[src/piso_chain_scan_reader_defines.svh]
// Assertion helpers shared by the chain reader.
`ifndef PISO_CHAIN_SCAN_READER_DEFINES_SVH
`define PISO_CHAIN_SCAN_READER_DEFINES_SVH

// same-cycle implication
`define PCSR_ASSERT_NOW(lbl, ck, rs, ante, cons) \
  lbl: assert property (@(posedge ck) disable iff (rs) (ante) |-> (cons)) \
    else $error("pcsr check failed");

// next-cycle implication
`define PCSR_ASSERT_NEXT(lbl, ck, rs, ante, cons) \
  lbl: assert property (@(posedge ck) disable iff (rs) (ante) |=> (cons)) \
    else $error("pcsr check failed");

`endif

[src/pcsr_pkg.sv]
package pcsr_pkg;

  localparam int MAX_CHIPS = 8;
  localparam int IDX_W     = (MAX_CHIPS > 1) ? $clog2(MAX_CHIPS) : 1;
  localparam int CNT_W     = $clog2(MAX_CHIPS + 1);

  // action codes
  localparam logic [1:0] ACT_TICK = 2'd0;
  localparam logic [1:0] ACT_SCAN = 2'd1;
  localparam logic [1:0] ACT_READ = 2'd2;

  // scan phases
  localparam logic [1:0] PH_IDLE = 2'd0;
  localparam logic [1:0] PH_LOAD = 2'd1;
  localparam logic [1:0] PH_LOW  = 2'd2;
  localparam logic [1:0] PH_GAP  = 2'd3;

  // register indexes
  localparam logic [2:0] REG_HALF    = 3'd0;
  localparam logic [2:0] REG_LOAD    = 3'd1;
  localparam logic [2:0] REG_LSB     = 3'd2;
  localparam logic [2:0] REG_REVERSE = 3'd3;
  localparam logic [2:0] REG_COUNT   = 3'd4;

  localparam logic [7:0] BIT_MSB = 8'h80;
  localparam logic [7:0] BIT_LSB = 8'h01;

  typedef struct packed {
    logic [15:0] half_period_ticks;
    logic [15:0] load_ticks;
    logic        lsb_first;
    logic        chip_reverse;
    logic [3:0]  chip_count;
  } cfg_t;

  typedef struct packed {
    logic             en;
    logic [IDX_W-1:0] idx;
    logic [7:0]       data;
  } wr_t;

  typedef struct packed {
    logic clock_level;
    logic load_level;
    logic busy;
  } stat_t;

  typedef struct packed {
    logic       valid;
    logic [7:0] value;
    logic       error;
  } rd_t;

  // 0 acts as 1, anything above the chain length as the chain length
  function automatic logic [CNT_W-1:0] active_chips(input logic [3:0] cc);
    logic [CNT_W-1:0] n;
    if (cc == 4'd0) n = CNT_W'(1);
    else if (int'(cc) > MAX_CHIPS) n = CNT_W'(MAX_CHIPS);
    else n = CNT_W'(cc);
    return n;
  endfunction

endpackage

[src/pcsr_seq.sv]
`include "piso_chain_scan_reader_defines.svh"

module pcsr_seq (
  input  logic                       clk,
  input  logic                       rst,
  input  logic                       step,
  input  logic [1:0]                 action,
  input  logic                       data_pin,
  input  pcsr_pkg::cfg_t             cfg,
  input  logic [pcsr_pkg::CNT_W-1:0] n,
  output pcsr_pkg::stat_t            stat,
  output pcsr_pkg::wr_t              wr
);

  localparam logic [pcsr_pkg::CNT_W-1:0] CNT_ONE = pcsr_pkg::CNT_W'(1);

  logic [1:0]                 scan_phase, scan_phase_next;
  logic [15:0]                wait_count, wait_count_next;
  logic [7:0]                 shift_byte, shift_byte_next;
  logic [2:0]                 bit_index, bit_index_next;
  logic [pcsr_pkg::CNT_W-1:0] chip_index, chip_index_next;
  logic                       clock_level, clock_level_next;
  logic                       load_level, load_level_next;
  logic [7:0]                 bit_mask, sampled;
  logic [pcsr_pkg::CNT_W-1:0] slot;

  assign bit_mask = cfg.lsb_first ? (pcsr_pkg::BIT_LSB << bit_index)
                                  : (pcsr_pkg::BIT_MSB >> bit_index);
  assign sampled  = shift_byte | (data_pin ? bit_mask : 8'h00);
  assign slot     = cfg.chip_reverse ? (n - CNT_ONE - chip_index) : chip_index;

  always_comb begin
    scan_phase_next  = scan_phase;
    wait_count_next  = wait_count;
    shift_byte_next  = shift_byte;
    bit_index_next   = bit_index;
    chip_index_next  = chip_index;
    clock_level_next = clock_level;
    load_level_next  = load_level;
    wr.en            = 1'b0;
    wr.idx           = slot[pcsr_pkg::IDX_W-1:0];
    wr.data          = sampled;
    if (action == pcsr_pkg::ACT_SCAN && scan_phase == pcsr_pkg::PH_IDLE) begin
      load_level_next = 1'b0;
      wait_count_next = (cfg.load_ticks == 16'd0) ? 16'd0 : cfg.load_ticks - 16'd1;
      scan_phase_next = pcsr_pkg::PH_LOAD;
      shift_byte_next = 8'h00;
      bit_index_next  = 3'd0;
      chip_index_next = '0;
    end else begin
      case (scan_phase)
        pcsr_pkg::PH_LOAD: begin
          if (wait_count != 16'd0) begin
            wait_count_next = wait_count - 16'd1;
          end else begin
            load_level_next = 1'b1;
            scan_phase_next = pcsr_pkg::PH_GAP;
            wait_count_next = 16'd0;
          end
        end
        pcsr_pkg::PH_LOW: begin
          if (wait_count != 16'd0) begin
            wait_count_next = wait_count - 16'd1;
          end else begin
            clock_level_next = 1'b1;
            scan_phase_next  = pcsr_pkg::PH_GAP;
            wait_count_next  = cfg.half_period_ticks;
          end
        end
        pcsr_pkg::PH_GAP: begin
          if (wait_count != 16'd0) begin
            wait_count_next = wait_count - 16'd1;
          end else if (chip_index >= n) begin
            scan_phase_next = pcsr_pkg::PH_IDLE;
          end else begin
            // sample before the falling clock edge
            if (bit_index == 3'd7) begin
              wr.en           = 1'b1;
              shift_byte_next = 8'h00;
              bit_index_next  = 3'd0;
              chip_index_next = chip_index + CNT_ONE;
            end else begin
              shift_byte_next = sampled;
              bit_index_next  = bit_index + 3'd1;
            end
            clock_level_next = 1'b0;
            scan_phase_next  = pcsr_pkg::PH_LOW;
            wait_count_next  = cfg.half_period_ticks;
          end
        end
        default: ;
      endcase
    end
    if (!step) wr.en = 1'b0;
  end

  always_ff @(posedge clk) begin
    if (rst) begin
      scan_phase  <= pcsr_pkg::PH_IDLE;
      wait_count  <= 16'd0;
      shift_byte  <= 8'h00;
      bit_index   <= 3'd0;
      chip_index  <= '0;
      clock_level <= 1'b0;
      load_level  <= 1'b1;
    end else if (step) begin
      scan_phase  <= scan_phase_next;
      wait_count  <= wait_count_next;
      shift_byte  <= shift_byte_next;
      bit_index   <= bit_index_next;
      chip_index  <= chip_index_next;
      clock_level <= clock_level_next;
      load_level  <= load_level_next;
    end
  end

  assign stat.clock_level = clock_level_next;
  assign stat.load_level  = load_level_next;
  assign stat.busy        = (scan_phase_next != pcsr_pkg::PH_IDLE);

  `PCSR_ASSERT_NOW(a_load_only_in_load, clk, rst, !load_level, scan_phase == pcsr_pkg::PH_LOAD)
  `PCSR_ASSERT_NOW(a_chip_in_range, clk, rst, 1'b1, int'(chip_index) <= pcsr_pkg::MAX_CHIPS)
  `PCSR_ASSERT_NEXT(a_start_loads, clk, rst, step && action == pcsr_pkg::ACT_SCAN && scan_phase == pcsr_pkg::PH_IDLE, scan_phase == pcsr_pkg::PH_LOAD && !load_level && bit_index == 3'd0)

endmodule

[src/pcsr_cache.sv]
module pcsr_cache (
  input  logic                       clk,
  input  logic                       rst,
  input  logic                       step,
  input  pcsr_pkg::wr_t              wr,
  input  logic [1:0]                 action,
  input  logic [7:0]                 chip,
  input  logic [7:0]                 pin_mask,
  input  logic [pcsr_pkg::CNT_W-1:0] n,
  output pcsr_pkg::rd_t              rd
);

  logic [7:0] pin_cache [pcsr_pkg::MAX_CHIPS];
  logic [7:0] cur_byte;
  logic       miss;

  always_ff @(posedge clk) begin
    if (rst) begin
      for (int i = 0; i < pcsr_pkg::MAX_CHIPS; i++) pin_cache[i] <= 8'h00;
    end else if (step && wr.en) begin
      pin_cache[wr.idx] <= wr.data;
    end
  end

  // the read sees a byte stored on the same tick
  assign cur_byte = (wr.en && wr.idx == chip[pcsr_pkg::IDX_W-1:0]) ? wr.data
                  : pin_cache[chip[pcsr_pkg::IDX_W-1:0]];
  assign miss     = (chip >= 8'(n));

  assign rd.valid = (action == pcsr_pkg::ACT_READ);
  assign rd.error = rd.valid && miss;
  assign rd.value = (rd.valid && !miss) ? (cur_byte & pin_mask) : 8'h00;

endmodule

[src/piso_chain_scan_reader.sv]
// A request's result is registered and presented in the cycle after it is accepted.
// Throughput: one request per cycle; in_ready drops only while a result is
// held back by out_ready low (single output register).
// Each accepted request is one tick of the pin-level scan sequencer.
// Synchronous reset: cache cleared, scan idle, load high, clock low,
// registers back to their default values.
module piso_chain_scan_reader (
  input  logic        clk,
  input  logic        rst,
  input  logic        psel,
  input  logic        penable,
  input  logic        pwrite,
  input  logic [4:0]  paddr,
  input  logic [31:0] pwdata,
  output logic [31:0] prdata,
  output logic        pready,
  input  logic        in_valid,
  output logic        in_ready,
  input  logic [1:0]  action,
  input  logic        data_pin,
  input  logic [7:0]  chip,
  input  logic [7:0]  pin_mask,
  output logic        out_valid,
  input  logic        out_ready,
  output logic        shift_clock,
  output logic        load_n,
  output logic        busy_res,
  output logic        read_valid,
  output logic [7:0]  read_value,
  output logic        read_error
);

  pcsr_pkg::cfg_t             cfg;
  pcsr_pkg::stat_t            stat;
  pcsr_pkg::wr_t              wr;
  pcsr_pkg::rd_t              rd;
  logic [pcsr_pkg::CNT_W-1:0] n;
  logic                       step;
  logic [2:0]                 reg_sel;

  assign pready  = 1'b1;
  assign reg_sel = paddr[4:2];

  always_ff @(posedge clk) begin
    if (rst) begin
      cfg.half_period_ticks <= 16'd4;
      cfg.load_ticks        <= 16'd1;
      cfg.lsb_first         <= 1'b0;
      cfg.chip_reverse      <= 1'b1;
      cfg.chip_count        <= 4'd8;
    end else if (psel && penable && pwrite && pready) begin
      case (reg_sel)
        pcsr_pkg::REG_HALF:    cfg.half_period_ticks <= pwdata[15:0];
        pcsr_pkg::REG_LOAD:    cfg.load_ticks        <= pwdata[15:0];
        pcsr_pkg::REG_LSB:     cfg.lsb_first         <= pwdata[0];
        pcsr_pkg::REG_REVERSE: cfg.chip_reverse      <= pwdata[0];
        pcsr_pkg::REG_COUNT:   cfg.chip_count        <= pwdata[3:0];
        default: ;
      endcase
    end
  end

  always_comb begin
    case (reg_sel)
      pcsr_pkg::REG_HALF:    prdata = 32'(cfg.half_period_ticks);
      pcsr_pkg::REG_LOAD:    prdata = 32'(cfg.load_ticks);
      pcsr_pkg::REG_LSB:     prdata = 32'(cfg.lsb_first);
      pcsr_pkg::REG_REVERSE: prdata = 32'(cfg.chip_reverse);
      pcsr_pkg::REG_COUNT:   prdata = 32'(cfg.chip_count);
      default:               prdata = 32'd0;
    endcase
  end

  assign n        = pcsr_pkg::active_chips(cfg.chip_count);
  assign in_ready = !out_valid || out_ready;
  assign step     = in_valid && in_ready;

  pcsr_seq u_seq (
    .clk      (clk),
    .rst      (rst),
    .step     (step),
    .action   (action),
    .data_pin (data_pin),
    .cfg      (cfg),
    .n        (n),
    .stat     (stat),
    .wr       (wr)
  );

  pcsr_cache u_cache (
    .clk      (clk),
    .rst      (rst),
    .step     (step),
    .wr       (wr),
    .action   (action),
    .chip     (chip),
    .pin_mask (pin_mask),
    .n        (n),
    .rd       (rd)
  );

  always_ff @(posedge clk) begin
    if (rst) begin
      out_valid <= 1'b0;
    end else if (step) begin
      out_valid <= 1'b1;
    end else if (out_ready) begin
      out_valid <= 1'b0;
    end
  end

  always_ff @(posedge clk) begin
    if (step) begin
      shift_clock <= stat.clock_level;
      load_n      <= stat.load_level;
      busy_res    <= stat.busy;
      read_valid  <= rd.valid;
      read_value  <= rd.value;
      read_error  <= rd.error;
    end
  end

endmodule

[config.mk]
export PLATFORM = sky130hd
export DESIGN_NAME = piso_chain_scan_reader
export DESIGN_NICKNAME = d
export VERILOG_FILES = /design/src/pcsr_pkg.sv /design/src/pcsr_seq.sv /design/src/pcsr_cache.sv /design/src/piso_chain_scan_reader.sv
export VERILOG_INCLUDE_DIRS = /design/src /design/src/src
export SDC_FILE = /design/constraint.sdc
export NUM_CORES = 1
export LEC_CHECK = 0
export ABC_CLOCK_PERIOD_IN_PS = 3500
export BUFFER_PORTS_ARGS = -buffer_cell sky130_fd_sc_hd__buf_2
export CORE_MARGIN = 5
export CORE_UTILIZATION = 60
export CTS_BUF_LIST = sky130_fd_sc_hd__clkbuf_4
export DETAILED_ROUTE_END_ITERATION = 8
export PLACE_DENSITY = 0.83
export REMOVE_ABC_BUFFERS = 1
export SETUP_SLACK_MARGIN = 0.05
export SYNTH_ARGS = -nofsm -noshare
export SYNTH_HDL_FRONTEND = slang
export SYNTH_SLANG_ARGS = --single-unit
[constraint.sdc]
create_clock -name clk -period 3.5 [get_ports clk]
set_input_delay 0.35 -clock clk [delete_from_list [all_inputs] [get_ports clk]]
set_output_delay 0.35 -clock clk [all_outputs]
set_load 0.01 [all_outputs]
After elaboration in Yosys (flattened, before gate mapping)
Memory sizes are Yosys's and may differ from the RTL's.
Index checks and enable logic that the tools add are counted.
Widths: inputs -> output; s select.
- logic and storage cells: 136
- ROM bits: 0
- register bits after elaboration: 87
- bits in latches: 0
- memories: 1
- bits of input ports: 63
- bits in writable memories: 64
- output and inout bits: 48
- bitwise operators: 2
- reduce and logical (&&, ||, !) cells: 31
- multipliers: 0
- $lt $le $gt $ge: 3
- add/subtract/negate cells: 6
- divide/modulo/power cells: 0
- equality and inequality tests: 14
- shift operators: 2
- multiplexer cells: 58
- memories (memory ; depth ; width ; rd ports ; clocked after memory_dff ; write ports ; line ; source):
    u_cache.pin_cache ; 8 ; 8 ; 1 ; 0 ; 8 ; pcsr_cache.sv:13 ; logic [7:0] pin_cache [pcsr_pkg::MAX_CHIPS];
- operators with widths (cell ; count):
    $mux 16 ; 6
    $pmux 16 s5 ; 1
    $mux 8 ; 9
    $pmux 16 s3 ; 1
    $sub 16x1->16 const B ; 2
    $mux 4 ; 7
    $mux 1 ; 21
    $mux 3 ; 7
    $logic_not 16->1 ; 1
    $reduce_bool 16->1 ; 1
    $reduce_and 2->1 ; 5
    $and 8x8->8 ; 1
    $ge 8x4->1 ; 1
    $logic_and 1x1->1 ; 8
    $mux 2 ; 4
    $or 8x8->8 ; 1
    $reduce_bool 2->1 ; 4
    $reduce_or 8->1 ; 1
    $shl 1x3->8 const A ; 1
    $shr 8x3->8 const A ; 1
    $eq 2x2->1 const B ; 3
    $eq 3x2->1 const B ; 2
    $eq 3x3->1 const B ; 2
    $reduce_and 5->1 ; 1
    other kinds (22) ; 25

Depth between registers and ports, before layout
- depth after elaboration: 15
- depth in mapped cells: 13
- gate-level depth less buffers: 11

Modules after synthesis
A second synthesis with hierarchy kept.
- cell total of the unflattened synthesis: 858
- area, all modules: 8659.6 µm²
- by module, submodules not included (module ; instances ; area an instance (µm²) ; cells an instance):
    pcsr_cache ; 1 ; 3220.6 ; 218
    pcsr_seq ; 1 ; 2914.0 ; 401
    piso_chain_scan_reader ; 1 ; 2524.9 ; 239

Worst setup path after synthesis
No wires, ideal clock.
- path kind: in2reg
- from: input port chip[0]
- to: register read_value[5], data pin
- stages on the path: 10
- buffers on the path: 2
- arrival: 2.761 ns
- required time: 3.341 ns
- setup slack: 0.581 ns
- library setup time: 0.159 ns
- path through: buf_2 buf_1 inv_1 ha_1 nand2b_1 a211oi_1 o21ai_0 nor3b_1 nand2_1 a211oi_2
- longest elaborated chain between the ends: 4
- elaborated cells between the ends (all ways): 8
- those cells by class: order compare: 1; eq/ne: 1; mux: 1; bitwise: 1; reduce/logical: 3; memory: 1
- ends and longest elaborated chain (element ; line ; source):
    start: declaration ; piso_chain_scan_reader.sv:21 ; input logic [7:0] chip,
    parallel branches: the longest is 4 deep, another holds $ge 8x4->1 ; -- ;
    end signal: assignment ; piso_chain_scan_reader.sv:118 ; read_value <= rd.value;
    end: declaration ; piso_chain_scan_reader.sv:29 ; output logic [7:0] read_value,
Several ways; the timed one is not identified.
A chain may end at the register's enable or synchronous reset.

Worst setup path in the final report
- from: register cfg[1] (netlist name)
- to: register read_value[3], data pin
- longest elaborated chain between the ends: 12
- elaborated cells between the ends (all ways): 20
- those cells by class: add/sub: 2; order compare: 3; eq/ne: 1; mux: 9; bitwise: 1; reduce/logical: 4
- ends and longest elaborated chain (element ; line ; source):
    $gt 4x4->1 ; pcsr_pkg.sv:58 ; else if (int'(cc) > MAX_CHIPS) n = CNT_W'(MAX_CHIPS);
    $mux 4 ; pcsr_pkg.sv:58 ;
    $mux 4 (*) ; pcsr_pkg.sv:57 ; if (cc == 4'd0) n = CNT_W'(1);
    parallel branches: the longest is 9 deep, another holds $sub 3x1->3 ; -- ;
Mark *: on every way between the ends.

==> flow_metrics.tcl <==
set metrics [dict create \
    switching_share_pct 27.3 \
    grt_use_total_pct 23.7 \
    power.density_nw_per_um2 418 \
    crit_top_cell "nor2_1" \
    clock_latency_ns 0.57 \
    worst_pin_slew_ns 0.963 \
    setup_tns_ns 0 \
    cts_tree "yes" \
    synth_edf_count 77 \
    rsz0062_at_grt "false" \
    cts_root_buf "clkbuf_4" \
    criticalPathCategory "reg2reg" \
    yosys.area_share.adder_pct 3.94 \
    post-route-min-period_ns 3.23 \
    grt_pass1_wl_mm 30.9 \
    internal-power_mw 2.75 \
    startpoint_type "flip-flop" \
    worstRegToRegCells 11 \
    numCtsBuffers 17 \
    crit_family "simple AND/OR/NAND/NOR gates" \
    grt_use_met2_pct 35.3 \
    path_buf_inv 0 \
    cts-htree-levels 4 \
    cp_slowest_stage_delay_ns 0.61 \
    rr_startpoint "cfg[1]" \
    p_leak_nw 3.34 \
    power_frac_comb_pct 15.5 \
    synth_top_family_by_area "simple AND/OR/NAND/NOR gates" \
    synth-simple-area-share_pct 20.7 \
    wirelength_mm 18.6 \
    cp_max_fo 16 \
    p_seq_share_pct 51.9 \
    grt_antenna_before_repair 0 \
    avgSynthCellArea_sq_um 9.48 \
    grt-busiest-layer "met1" \
    clockBufferDepth 2 \
    die_area_sq_um 16000 \
    vdd_drop_max_mv 0.247 \
    clock_power_share_pct 32.6 \
    synth_seq_area_share_pct 46.7 \
    finalCritPeriodShare_pct 92.4 \
    antennaDiodeCount 0 \
    die_h_microns 126 \
    synth_area_sq_um 8130 \
    p_sw_mw 1.03 \
    clk_pin_slew_ns 0.13 \
    wl_per_cell_microns 16.5 \
    cp.depth 11 \
    syn2layout_area_growth_pct 11.3 \
    grt_max_degree 72 \
    grtUsageMet3_pct 4.83 \
    fmax_mhz 309 \
    synth_cell_types 66 \
    async_reset_ff_share_pct 0 \
    crit_arrival_ns 3.63 \
    finalHoldViolCount 0 \
    layout.nets 1022 \
    pin_count 111 \
    cp-end-kind "flip-flop" \
    rrSetupSlack_ns 0.27 \
    dpl.hpwl_mm 13.5 \
    core_sq_um 13200 \
    synthXorXnorAreaFrac_pct 2.59 \
    place.gp.congestion 0.862 \
    postCtsSetupBuffers 0 \
    slew_violations 0 \
    antenna_left 0 \
    drc 0 \
    hold_path_class "in2reg" \
    port_buffers 75 \
    synth_compound_area_share_pct 13.6 \
    ys_seq_elements 151 \
    drt_iter0_drc 550 \
    holdPathEnd "cfg[17]" \
    synthesis.instances 858 \
    final_util_pct 68.3 \
    worstHoldStart "pwdata[11]" \
    drive_gt1_share_pct 17.4 \
    maxSlewHeadroom_pct 35.8 \
    fin_worst_skew_ns 0.0112 \
    r2r_end "read_value[3]" \
    cts.sinks 151 \
    gr-total-overflow 0 \
    slowest_stage "and4_1" \
    synthMuxAreaShare_pct 7.57 \
    setup_violations 0 \
    synth_ff_type "edfxtp_1" \
    crit_required_ns 3.89 \
    dieWidth_microns 126 \
    outcome "complete, no violations" \
    met1_usage_pct 35.3 \
    first_pass_iters 5 \
    min_path_cells 3 \
    initial_core_util_pct 61.4 \
    synth_warnings 0 \
    grt_pass1_vias 6189 \
    vias_per_cell 5.85 \
    rows 42 \
    crit_chain "nor2_1 > nor2_1 > nor2_1 > ha_1 > fa_1 > xnor2_1 > a21oi_1 > xnor2_1 > and4_1 > a211oi_1 > a211oi_1" \
    crit_start "cfg[1]" \
    routed-via-count 6566 \
    cap_violations 0 \
]
power by group through the flow:
stage | sequential (mW) | combinational [mW] | clock (mW)
after floorplan | 1.99 | 0.368 | 0
after global placement | 2.00 | 0.557 | 0
after detailed placement | 2.00 | 0.568 | 0
after CTS | 1.96 | 0.579 | 1.25
after global routing | 1.97 | 0.647 | 1.33
final | 1.96 | 0.586 | 1.24
worst min-delay path, delay by kind of cell:
| family | cells | cell delay, ns |
|---|---|---|
| buf+inv | 1 | 0.12 |
| simple gates | 1 | 0.05 |
| compound gates | 1 | 0.05 |
state kept, by name, indices dropped and copies added, names as in the netlist:
signal             cells
read_error             1
load_n                 1
u_seq.wait_count      16
out_valid              1
u_seq.scan_phase       2
u_seq.clock_level      1
cfg                   38
read_valid             1
u_cache.pin_cache     64
busy_res               1
read_value             8
u_seq.shift_byte       8
u_seq.load_level       1
u_seq.bit_index        3
u_seq.chip_index       4
shift_clock            1
routing by layer:
metal	wire length [microns]	part of all wire (%)
met5	0	0
met4	245	1.3
met3	1560	8.4
met2	8330	45
met1	8450	45
cell families after synthesis:
family / Yosys count
AO/OA/AOI/OAI: 172
XOR/XNOR: 24
adder cells (fa/ha/maj): 25
buffers and inverters: 82
flip-flops: 151
multiplexers: 41
other: 2
AND/OR/NAND/NOR: 361
cells in the mapped netlist, types with 14 or more instances:
library cell  count  share of area [%]
a211oi_1         31                2.9
inv_1            21               0.97
dfxtp_1          74                 18
mux2i_1          23                2.8
buf_4            18                1.7
nor2_1          148                6.8
clkbuf_1         35                1.6
mux4_2           16                4.4
ha_1             24                3.7
nand3_1          14               0.86
nor2b_1          16                1.2
nand2_1         110                5.1
edfxtp_1         77                 28
a21oi_1          64                3.9
o21ai_0          24                1.5
timing repair:
item,CTS,global route
hold endpoints to repair,15,1
hold buffers,9,1
resized for setup,0,0
cell usage in the layout, fill, tap and decap left out, types with 13 or more instances in the layout:
cell type / instances
conb_1: 17
a21oi_1: 64
nor2_1: 148
dfxtp_1: 74
buf_4: 18
edfxtp_1: 77
xnor2_1: 13
mux2i_1: 23
nand2b_1: 13
o21ai_0: 24
nor2b_1: 16
inv_1: 21
buf_2: 75
ha_1: 24
clkbuf_4: 18
mux4_2: 16
nand3_1: 14
a211oi_1: 31
nand2_1: 110
worst max-delay path by stage:
| stage | to | slack, ns |
|---|---|---|
| 3_3_place_gp | u_cache.pin_cache[7][0] | 0.49 |
| 6_report | read_value[3] | 0.27 |
| 4_1_cts | read_value[7] | 0.31 |
| 5_1_grt | read_value[7] | 0.07 |
| 2_1_floorplan | read_value[6] | 0.79 |
| 3_5_place_dp | read_value[7] | 0.35 |
stage by stage:
stage / instance area [sq um] / setup slack (ns) / power [mW] / hold WS, ns / std cells
2_1_floorplan: 7880 / 0.792 / 2.36 / 0.419 / 812
3_3_place_gp: 8610 / 0.489 / 2.55 / 0.448 / 1081
3_5_place_dp: 8610 / 0.352 / 2.57 / 0.454 / 1081
4_1_cts: 9040 / 0.314 / 3.79 / 0.000734 / 1122
5_1_grt: 9050 / 0.0698 / 3.94 / 0.00711 / 1123
6_report: 9050 / 0.267 / 3.78 / 0.0280 / 1123
area by class of cell:
cell class	count	area (sq um)
Clock buffer	18	135
Clock inverter	14	198
Fill cell	1029	4200
Inverter	21	78.8
Multi-Input combinational cell	640	4010
Sequential cell	151	3790
Tap cell	176	220
Timing Repair Buffer	103	611
Note: power is estimated with default switching activity, not from simulation.
